===== src/rtl/pidpc_pkg.sv =====
// ----------------------------------------------------------------------------
// pidpc_pkg
// register map, pipeline depth and fixed arithmetic constants
// ----------------------------------------------------------------------------
package pidpc_pkg;

  // apb address width: eight 32-bit registers
  localparam int ADDR_WIDTH = 5;

  // register map, word index
  typedef enum logic [2:0] {
    REG_GAIN_P         = 3'd0,
    REG_GAIN_I         = 3'd1,
    REG_GAIN_D         = 3'd2,
    REG_CENTER_OFFSET  = 3'd3,
    REG_INTEGRAL_UPPER = 3'd4,
    REG_INTEGRAL_LOWER = 3'd5,
    REG_PULSE_UPPER    = 3'd6,
    REG_PULSE_LOWER    = 3'd7
  } reg_index_t;

  // number of register stages from input register to result register
  localparam int NUM_STAGES = 7;

  // center pulse value and the fixed scale of the 0.1 s time base
  localparam int CENTER_PULSE = 1500;
  localparam int TIME_SCALE   = 10;

  // width of the exact fixed point sum of all terms
  localparam int TOTAL_WIDTH = 41;

  // quotient by ten: saturated 17-bit input times reciprocal, shifted down
  localparam int                 QIN_WIDTH   = 17;
  localparam int                 RECIP_WIDTH = 20;
  localparam logic [19:0]        RECIP_DIV10 = 20'd838861;
  localparam int                 RECIP_SHIFT = 23;
  localparam int                 QUOT_WIDTH  = 14;

endpackage


===== src/rtl/pid_position_controller.sv =====
// ----------------------------------------------------------------------------
// pid_position_controller
// pid position loop with saturating error sum, integral clamp and pulse clamp
// ----------------------------------------------------------------------------
// Takes one error sample per transfer and returns one clamped pulse value per
// sample. A new sample is accepted every clock cycle unless a stalled result
// holds the pipeline; the result appears seven register stages later, through
// accumulator update, integral multiply, integral clamp, term sum, divide by
// ten, pulse clamp. The error sum update is the only feedback path. Gains are
// signed Q(15-F).F, F being GAIN_FRAC_BITS. The user writes registers over apb
// only while no sample is in flight; the block itself does not enforce this.
module pid_position_controller #(
  parameter int SUM_WIDTH      = 32,
  parameter int GAIN_FRAC_BITS = 8
) (
  input  logic                            clk,
  input  logic                            rst,
  // input stream
  input  logic                            s_tvalid,
  output logic                            s_tready,
  input  logic [31:0]                     s_tdata,   // [15:0] error_now, [31:16] error_before
  input  logic                            s_tuser,   // [0] clear_sum
  // result stream
  output logic                            m_tvalid,
  input  logic                            m_tready,
  output logic [15:0]                     m_tdata,   // [11:0] drive_pulse, [15:12] zero
  output logic [1:0]                      m_tuser,   // [0] integral_clamped, [1] output_clamped
  // configuration
  input  logic                            psel,
  input  logic                            penable,
  input  logic                            pwrite,
  input  logic [pidpc_pkg::ADDR_WIDTH-1:0] paddr,
  input  logic [31:0]                     pwdata,
  output logic [31:0]                     prdata,
  output logic                            pready
);
  import pidpc_pkg::*;

  localparam int IW = SUM_WIDTH + 16;
  localparam int TW = TOTAL_WIDTH;
  localparam int QS = QUOT_WIDTH + 1;
  localparam logic signed [IW-1:0] DEN_I   = IW'(TIME_SCALE << GAIN_FRAC_BITS);
  localparam logic signed [TW-1:0] DEN_T   = TW'(TIME_SCALE << GAIN_FRAC_BITS);
  localparam logic signed [TW-1:0] TEN     = TW'(TIME_SCALE);
  localparam logic signed [TW-1:0] HUNDRED = TW'(TIME_SCALE * TIME_SCALE);
  localparam logic signed [SUM_WIDTH-1:0] SUM_MAX = {1'b0, {(SUM_WIDTH-1){1'b1}}};
  localparam logic signed [SUM_WIDTH-1:0] SUM_MIN = {1'b1, {(SUM_WIDTH-1){1'b0}}};

  // configuration registers
  logic signed [15:0] gain_p, gain_i, gain_d;
  logic signed [10:0] center_offset;
  logic signed [15:0] integral_upper, integral_lower;
  logic        [11:0] pulse_upper, pulse_lower;
  logic               cfg_write;
  reg_index_t         cfg_index;

  assign pready    = 1'b1;
  assign cfg_write = psel && penable && pwrite && pready;
  assign cfg_index = reg_index_t'(paddr[ADDR_WIDTH-1:2]);

  // register writes
  always_ff @(posedge clk) begin
    if (rst) begin
      gain_p         <= '0;
      gain_i         <= '0;
      gain_d         <= '0;
      center_offset  <= '0;
      integral_upper <= 16'sd200;
      integral_lower <= -16'sd200;
      pulse_upper    <= 12'd2000;
      pulse_lower    <= 12'd1000;
    end else if (cfg_write) begin
      case (cfg_index)
        REG_GAIN_P:         gain_p         <= pwdata[15:0];
        REG_GAIN_I:         gain_i         <= pwdata[15:0];
        REG_GAIN_D:         gain_d         <= pwdata[15:0];
        REG_CENTER_OFFSET:  center_offset  <= pwdata[10:0];
        REG_INTEGRAL_UPPER: integral_upper <= pwdata[15:0];
        REG_INTEGRAL_LOWER: integral_lower <= pwdata[15:0];
        REG_PULSE_UPPER:    pulse_upper    <= pwdata[11:0];
        REG_PULSE_LOWER:    pulse_lower    <= pwdata[11:0];
        default: ;
      endcase
    end
  end

  // register reads, signed fields sign extended
  always_comb begin
    case (cfg_index)
      REG_GAIN_P:         prdata = 32'(gain_p);
      REG_GAIN_I:         prdata = 32'(gain_i);
      REG_GAIN_D:         prdata = 32'(gain_d);
      REG_CENTER_OFFSET:  prdata = 32'(center_offset);
      REG_INTEGRAL_UPPER: prdata = 32'(integral_upper);
      REG_INTEGRAL_LOWER: prdata = 32'(integral_lower);
      REG_PULSE_UPPER:    prdata = 32'(pulse_upper);
      REG_PULSE_LOWER:    prdata = 32'(pulse_lower);
      default:            prdata = '0;
    endcase
  end

  // pipeline flow control: a stage loads when empty or when it drains
  logic [NUM_STAGES-1:0] valid;
  logic [NUM_STAGES-1:0] load;
  logic [NUM_STAGES-1:0] valid_in;

  always_comb begin
    load[NUM_STAGES-1] = !valid[NUM_STAGES-1] || m_tready;
    for (int k = NUM_STAGES - 2; k >= 0; k--) begin
      load[k] = !valid[k] || load[k+1];
    end
  end

  assign valid_in = {valid[NUM_STAGES-2:0], s_tvalid};
  assign s_tready = load[0];

  always_ff @(posedge clk) begin
    if (rst) begin
      valid <= '0;
    end else begin
      valid <= (valid & ~load) | (valid_in & load);
    end
  end

  // stage 0: input register
  logic signed [15:0] e0, eb0;
  logic               clr0;

  always_ff @(posedge clk) begin
    if (load[0]) begin
      e0   <= s_tdata[15:0];
      eb0  <= s_tdata[31:16];
      clr0 <= s_tuser;
    end
  end

  // stage 1: saturating error sum, proportional and derivative products
  logic signed [SUM_WIDTH-1:0] error_sum, error_sum_next;
  logic signed [SUM_WIDTH:0]   sum_wide;
  logic signed [SUM_WIDTH-1:0] sum_sat;
  logic signed [16:0]          diff;
  logic signed [SUM_WIDTH-1:0] s1;
  logic signed [31:0]          pe1;
  logic signed [32:0]          de1;

  always_comb begin
    sum_wide = {error_sum[SUM_WIDTH-1], error_sum} + (SUM_WIDTH+1)'(e0);
    if (sum_wide[SUM_WIDTH] != sum_wide[SUM_WIDTH-1]) begin
      sum_sat = sum_wide[SUM_WIDTH] ? SUM_MIN : SUM_MAX;
    end else begin
      sum_sat = sum_wide[SUM_WIDTH-1:0];
    end
    error_sum_next = clr0 ? '0 : sum_sat;
    diff = 17'(e0) - 17'(eb0);
  end

  always_ff @(posedge clk) begin
    if (rst) begin
      error_sum <= '0;
    end else if (valid[0] && load[1]) begin
      error_sum <= error_sum_next;
    end
  end

  always_ff @(posedge clk) begin
    if (load[1]) begin
      s1  <= sum_sat;
      pe1 <= 32'(gain_p) * 32'(e0);
      de1 <= 33'(gain_d) * 33'(diff);
    end
  end

  // stage 2: integral product
  logic signed [IW-1:0] ie2;
  logic signed [31:0]   pe2;
  logic signed [32:0]   de2;

  always_ff @(posedge clk) begin
    if (load[2]) begin
      ie2 <= IW'(gain_i) * IW'(s1);
      pe2 <= pe1;
      de2 <= de1;
    end
  end

  // stage 3: integral clamp, upper limit tested first; other terms summed
  logic signed [IW-1:0] ilim_hi, ilim_lo;
  logic signed [TW-1:0] it_sel;
  logic                 ic_sel;
  logic signed [TW-1:0] base;
  logic signed [TW-1:0] it3, part3;
  logic                 ic3;

  always_comb begin
    ilim_hi = IW'(integral_upper) * DEN_I;
    ilim_lo = IW'(integral_lower) * DEN_I;
    if (ie2 > ilim_hi) begin
      it_sel = TW'(ilim_hi);
      ic_sel = 1'b1;
    end else if (ie2 < ilim_lo) begin
      it_sel = TW'(ilim_lo);
      ic_sel = 1'b1;
    end else begin
      it_sel = TW'(ie2);
      ic_sel = 1'b0;
    end
    base = TW'(CENTER_PULSE + center_offset) * DEN_T;
  end

  always_ff @(posedge clk) begin
    if (load[3]) begin
      it3   <= it_sel;
      ic3   <= ic_sel;
      part3 <= base + TW'(pe2) * TEN + TW'(de2) * HUNDRED;
    end
  end

  // stage 4: total, magnitude, drop fraction bits, saturate for the divide
  logic signed [TW-1:0]  total;
  logic        [TW-1:0]  mag, mag_sh;
  logic [QIN_WIDTH-1:0]  u4;
  logic                  neg4, ic4;

  always_comb begin
    total  = part3 + it3;
    mag    = total[TW-1] ? TW'(-total) : TW'(total);
    mag_sh = mag >> GAIN_FRAC_BITS;
  end

  always_ff @(posedge clk) begin
    if (load[4]) begin
      neg4 <= total[TW-1];
      ic4  <= ic3;
      u4   <= (mag_sh[TW-1:QIN_WIDTH] != '0) ? '1 : mag_sh[QIN_WIDTH-1:0];
    end
  end

  // stage 5: divide by ten through reciprocal multiply
  logic [QIN_WIDTH+RECIP_WIDTH-1:0] quot_prod;
  logic [QUOT_WIDTH-1:0]            q5;
  logic                             neg5, ic5;

  assign quot_prod = (QIN_WIDTH+RECIP_WIDTH)'(u4) * (QIN_WIDTH+RECIP_WIDTH)'(RECIP_DIV10);

  always_ff @(posedge clk) begin
    if (load[5]) begin
      q5   <= quot_prod[RECIP_SHIFT +: QUOT_WIDTH];
      neg5 <= neg4;
      ic5  <= ic4;
    end
  end

  // stage 6: signed quotient, pulse clamp, result register
  logic signed [QS-1:0] qs, pu_s, pl_s;
  logic        [11:0]   pulse_sel;
  logic                 oc_sel;
  logic        [11:0]   drive_pulse;
  logic                 integral_clamped, output_clamped;

  always_comb begin
    qs   = neg5 ? -QS'(q5) : QS'(q5);
    pu_s = QS'(pulse_upper);
    pl_s = QS'(pulse_lower);
    if (qs > pu_s) begin
      pulse_sel = pulse_upper;
      oc_sel    = 1'b1;
    end else if (qs < pl_s) begin
      pulse_sel = pulse_lower;
      oc_sel    = 1'b1;
    end else begin
      pulse_sel = qs[11:0];
      oc_sel    = 1'b0;
    end
  end

  always_ff @(posedge clk) begin
    if (load[6]) begin
      drive_pulse      <= pulse_sel;
      output_clamped   <= oc_sel;
      integral_clamped <= ic5;
    end
  end

  // result transfer
  assign m_tvalid = valid[NUM_STAGES-1];
  assign m_tdata  = {4'b0000, drive_pulse};
  assign m_tuser  = {output_clamped, integral_clamped};

endmodule


===== config.mk =====
export PLATFORM = sky130hd
export DESIGN_NAME = pid_position_controller
export DESIGN_NICKNAME = d
export VERILOG_FILES = /design/src/rtl/pidpc_pkg.sv /design/src/rtl/pid_position_controller.sv
export SDC_FILE = /design/constraint.sdc
export NUM_CORES = 2
export LEC_CHECK = 0
export BUFFER_PORTS_ARGS = -buffer_cell sky130_fd_sc_hd__buf_2
export CAP_MARGIN = 20
export CORE_ASPECT_RATIO = 0.6
export CORE_MARGIN = 2
export CORE_UTILIZATION = 65
export CTS_BUF_LIST = sky130_fd_sc_hd__clkbuf_8
export DETAILED_ROUTE_END_ITERATION = 12
export GPL_TIMING_DRIVEN = 0
export PLACE_DENSITY = 0.87
export SETUP_SLACK_MARGIN = 0.15
export SYNTH_ARGS = -nofsm -noshare
export SYNTH_HDL_FRONTEND = slang
export SYNTH_SLANG_ARGS = --single-unit

===== constraint.sdc =====
create_clock -name clk -period 10.7 [get_ports clk]
set_clock_uncertainty 0.2 [all_clocks]
set_input_delay 0.535 -clock clk [delete_from_list [all_inputs] [get_ports clk]]
set_output_delay 0.535 -clock clk [all_outputs]
set_load 0.005 [all_outputs]

-- After elaboration in Yosys (flattened, before gate mapping)
Index checks and enable logic that the tools add are counted.
- logic and storage cells: 105
- memories: 0
- ROM bits: 0
- output and inout port bits: 53
- input bits: 77
- bits in writable memories: 0
- latch bits: 0
- flip-flop bits (word level): 529
- shift operators: 0
- add/sub/neg operators: 8
- mux-type cells: 12
- order comparisons: 4
- equality and inequality tests: 8
- reduce and logical (&&, ||, !) cells: 28
- div/mod/pow operators: 0
- multiply operators: 9
- bitwise logic cells: 4
- operators by type and width (kind ; count):
    one-hot mux 32 bit (8 select lines) ; 1
    2-to-1 mux 41 bit ; 3
    2-to-1 mux 32 bit ; 3
    greater-than comparator 48 x 29 -> 1 bit ; 1
    less-than comparator 48 x 29 -> 1 bit ; 1
    multiplier 16 x 32 -> 48 bit ; 1
    adder 38 x 41 -> 41 bit ; 1
    adder 41 bit ; 1
    negation 41 bit ; 1
    multiplier 16 x 4 -> 20 bit (second input constant) ; 2
    multiplier 33 x 6 -> 39 bit (second input constant) ; 1
    adder 26 x 37 -> 38 bit ; 1
    multiplier 17 x 20 -> 37 bit (second input constant) ; 1
    multiplier 32 x 4 -> 36 bit (second input constant) ; 1
    adder 32 x 16 -> 33 bit ; 1
    multiplier 16 x 17 -> 33 bit ; 1
    multiplier 16 x 16 -> 32 bit ; 1
    2-to-1 mux 12 bit ; 2
    nonzero test 24 bit ; 1
    multiplier 13 x 4 -> 17 bit (second input constant) ; 1
    subtractor 16 x 16 -> 17 bit ; 1
    AND reduction 2 bit ; 8
    greater-than comparator 15 x 13 -> 1 bit ; 1
    less-than comparator 15 x 13 -> 1 bit ; 1
    other kinds (16) ; 36

-- Depth between registers and ports, before layout
- depth after elaboration: 11
- mapped depth: 42
- mapped depth without buffers: 40

-- Least setup slack after synthesis
OpenSTA, ideal clock, no wires.
- path type: register to register
- start: register e0[0]
- end: register de1[30] (data pin)
- library setup time: 258 ps
- required time: 10242 ps
- clock period less this slack: 9089 ps
- path buffers: 2
- data arrival time: 8631 ps
- cell stages (with the launch flop): 41
- slack: 1611 ps
- cell sequence: edfxtp_1 -> clkbuf_1 -> inv_1 -> ha_1 -> inv_1 -> fa_1 -> a21o_1 -> a21oi_1 -> o21ai_0 -> a21oi_1 -> o21ai_0 -> a21oi_1 -> o21ai_0 -> a21oi_1 -> o21ai_0 -> a211oi_1 -> nor2_1 -> nor2_1 -> [5 not listed] -> fa_1 -> inv_1 -> fa_1 -> inv_1 -> fa_1 -> inv_1 -> ha_1 -> and3_1 -> a21oi_1 -> inv_1 -> a211o_1 -> a21oi_1 -> a21o_1 -> o21ai_0 -> o31ai_1 -> nand2b_1 -> a21oi_1 -> xnor2_1
- longest elaborated chain between the ends: 2
- ends and longest elaborated chain (item ; line ; RTL):
    start, declared ; pid_position_controller.sv:126 ; logic signed [15:0] e0, eb0;
    start signal, assigned ; pid_position_controller.sv:131 ; e0 <= s_tdata[15:0];
    subtractor 16 x 16 -> 17 bit ; pid_position_controller.sv:154 ; diff = 17'(e0) - 17'(eb0);
    multiplier 16 x 17 -> 33 bit ; pid_position_controller.sv:169 ; de1 <= 33'(gain_d) * 33'(diff);
    end signal, assigned ; pid_position_controller.sv:169 ;
    end, declared ; pid_position_controller.sv:144 ; logic signed [32:0] de1;
Every way passes these cells.
A chain may end at the register's enable or synchronous reset.

-- Worst setup path after layout
- start: register e0[3]
- end: register de1[32] (data pin)
Same word-level chain as after synthesis.

==> qor.csv <==
metric;value;unit
status;completed;
synthArstFlopShare;0;%
grt_pass1_vias;62923;
dr.pass1.iters;8;
core;121000;um^2
synth_seq_cells;528;
clk_latency;780;ps
yosysUniqueCellTypes;104;
final_antenna_net_count;0;
ys.flop_type;edfxtp_1;
ir_drop;0.145;mV
clk_pin_slew;70;ps
die_y;275;um
via_per_inst;6.06;
slew_headroom;16.1;%
ios;130;
nets;10849;
worstMarginPinSlew;1250;ps
r2r_end;de1[32];
grt_antenna_before_repair;23;
synth_common_cells;inv_1, fa_1, nand2_1;
final_util;69.8;%
worst_ep_required_time;10990;ps
grt_pass1_wl;368000;um
dp_hpwl;198000;um
syn_to_final_growth;6.75;%
grt_start_max_net_pins;71;
slowest_stage;edfxtp_1;
maxCapViolations;0;
path_max_fanout;10;
min_from;pwdata[10];
clock-sinks;528;
setup_viol;0;
grt-ovfl-total;0;
crit_family;adder cells;
power_switching;4300;uW
whs_endpoint;integral_upper[10];
arrival;10540;ps
cts_tree;done;
rsz0062_at_grt;no;
finalCritPeriodShare;95.9;%
p_int;5400;uW
p_clk_share;20.4;%
synth_top_area_share;29.3;%
ys_warn_count;0;
drt_iter0_markers;8046;
drc_errors;0;
rr_startpoint;e0[3];
maxSlewViolCount;0;
post-synth-top-area-cell;fa_1;
crit_path_start_kind;flip-flop;
power_frac_comb;49.9;%
vias;63133;
ff2ff_path_depth;33;
drive_above_1_share;4.79;%
initial_utilization;65.4;%
power_density;115;nW/um^2
rows;99;
fin_tns_setup;0;ps
critPathMostFrequentCell;fa_1;
clock_path_buffers;3;
hold_viol_final;0;
track_usage;38.9;%
io_buffers;93;
p_leak;0.0399;uW
max_stage_delay;660;ps
fmax;97.5;MHz
path_class;reg2reg;
synthesis.area;79300;um^2
hold_depth;3;
post_drt_wl_per_cell;23.1;um
routabilityCongestion;1.03;
seq_area_frac_synth;18.0;%
synth.most_common_cell;inv_1;
critPathCaptureType;flip-flop;
cts_root_buffer;clkbuf_8;
final.min_clock_period;10260;ps
seq_power_share;29.7;%
drt_wl_total;240000;um
die_w;455;um
swShare;44.3;%
cp_num_buf_inv;5;
syn_area_per_cell;9.37;um^2
reg2reg_slack;440;ps
min_path_type;in2reg;
synth_area_leaders;fa_1, ha_1, edfxtp_1;
htreeDepth;3;
syn_inst;8462;
synth_edf_count;374;
die_area;125000;um^2
numCtsBuffers;84;
## tightest hold or removal path: cells and delay by family
kind                   cells  cell delay, ps
buffers and inverters      1             280
AND/OR/NAND/NOR            1             130
AO/OA/AOI/OAI              1              60
## state kept, by name, indices dropped and copies added (netlist names), 17 cells and up, named ones only
signal     count
pe2           32
de2           33
s1            32
u4            17
part3         40
de1           33
error_sum     32
pe1           32
it3           41
ie2           48
## cell families after synthesis
group	share of synthesized area, %
buf+inv	9.21
compound gates	9.67
other cells	0.00947
fa+ha+maj	43.6
mux	1.49
simple gates	14.1
flops	18.0
xor+xnor	3.85
## layout make-up
class                      count  area [um^2]
clock inverter                67          622
timing repair buffer         163         1220
multi-input combinational   6035        57900
inverter                    1573         5910
clock buffer                  91         1250
antenna                       13         32.5
fill                        8904        36600
buffer                       329         1440
tap                         1616         2020
sequential                   528        14300
## routing by layer
metal	global-route usage (%)	part of all wire (%)	vias to the layer above	wire length [um]
li1	-	-	27740	-
met1	56.5	41	30886	98800
met2	52.9	39	4022	94300
met3	17.2	17	467	39800
met4	10.2	3.0	18	7150
met5	0	0.047	-	112
## cell usage in the layout, fill, tap and decap left out, types with 90 or more instances in the layout
cell type | Yosys | layout
inv_1 | 1572 | 1585
and2_1 | 393 | 393
ha_1 | 898 | 898
fa_1 | 1160 | 1158
a21o_1 | 168 | 168
xor2_1 | 113 | 111
edfxtp_1 | 374 | 374
nand2_1 | 995 | 993
clkbuf_1 | 278 | 266
nor2_1 | 325 | 324
nor2b_1 | 90 | 90
buf_2 | 2 | 96
a21oi_1 | 373 | 368
nand2b_1 | 112 | 112
dfxtp_1 | 154 | 154
o21ai_0 | 239 | 235
clkbuf_8 | 0 | 92
xnor2_1 | 234 | 230
## power groups by stage
stage | clock network, uW | registers (uW) | logic [uW]
after floorplan | 0 | 2680 | 3410
after global placement | 0 | 2890 | 4470
after detailed placement | 0 | 2900 | 4620
after CTS | 1990 | 2850 | 4690
after global routing | 2080 | 2880 | 5260
final | 1980 | 2880 | 4840
## worst max path at each step
stage                from       to  slack, ps  cells after the start
floorplan           e0[0]  de1[30]       1610                     40
global placement    e0[0]  de1[32]       -700                     39
detailed placement  e0[0]  de1[32]      -1060                     39
CTS                 e0[1]  de1[30]        160                     36
global route        e0[0]  de1[31]        130                     41
finish              e0[3]  de1[32]        440                     33
## timing repair
| action | 4_1_cts | 5_1_grt |
|---|---|---|
| pin swaps | 3 | 9 |
| endpoints found under the setup margin | 7 | 7 |
| resized for setup | 24 | 38 |
| hold endpoints to repair | 65 | 0 |
| hold buffers | 42 | 0 |
| setup buffers | 1 | 15 |
## metrics by stage
step	hold slack [ps]	area (um^2)	std cells	setup WS [ps]	total power [uW]
floorplan	200	79300	8465	1610	6090
global placement	202	81800	10174	-699	7370
detailed placement	205	82000	10182	-1060	7520
CTS	5.15	84400	10383	164	9530
global route	49.2	84700	10408	135	10200
finish	99.8	84700	10415	444	9700
Power figures use the tool's default switching activity.
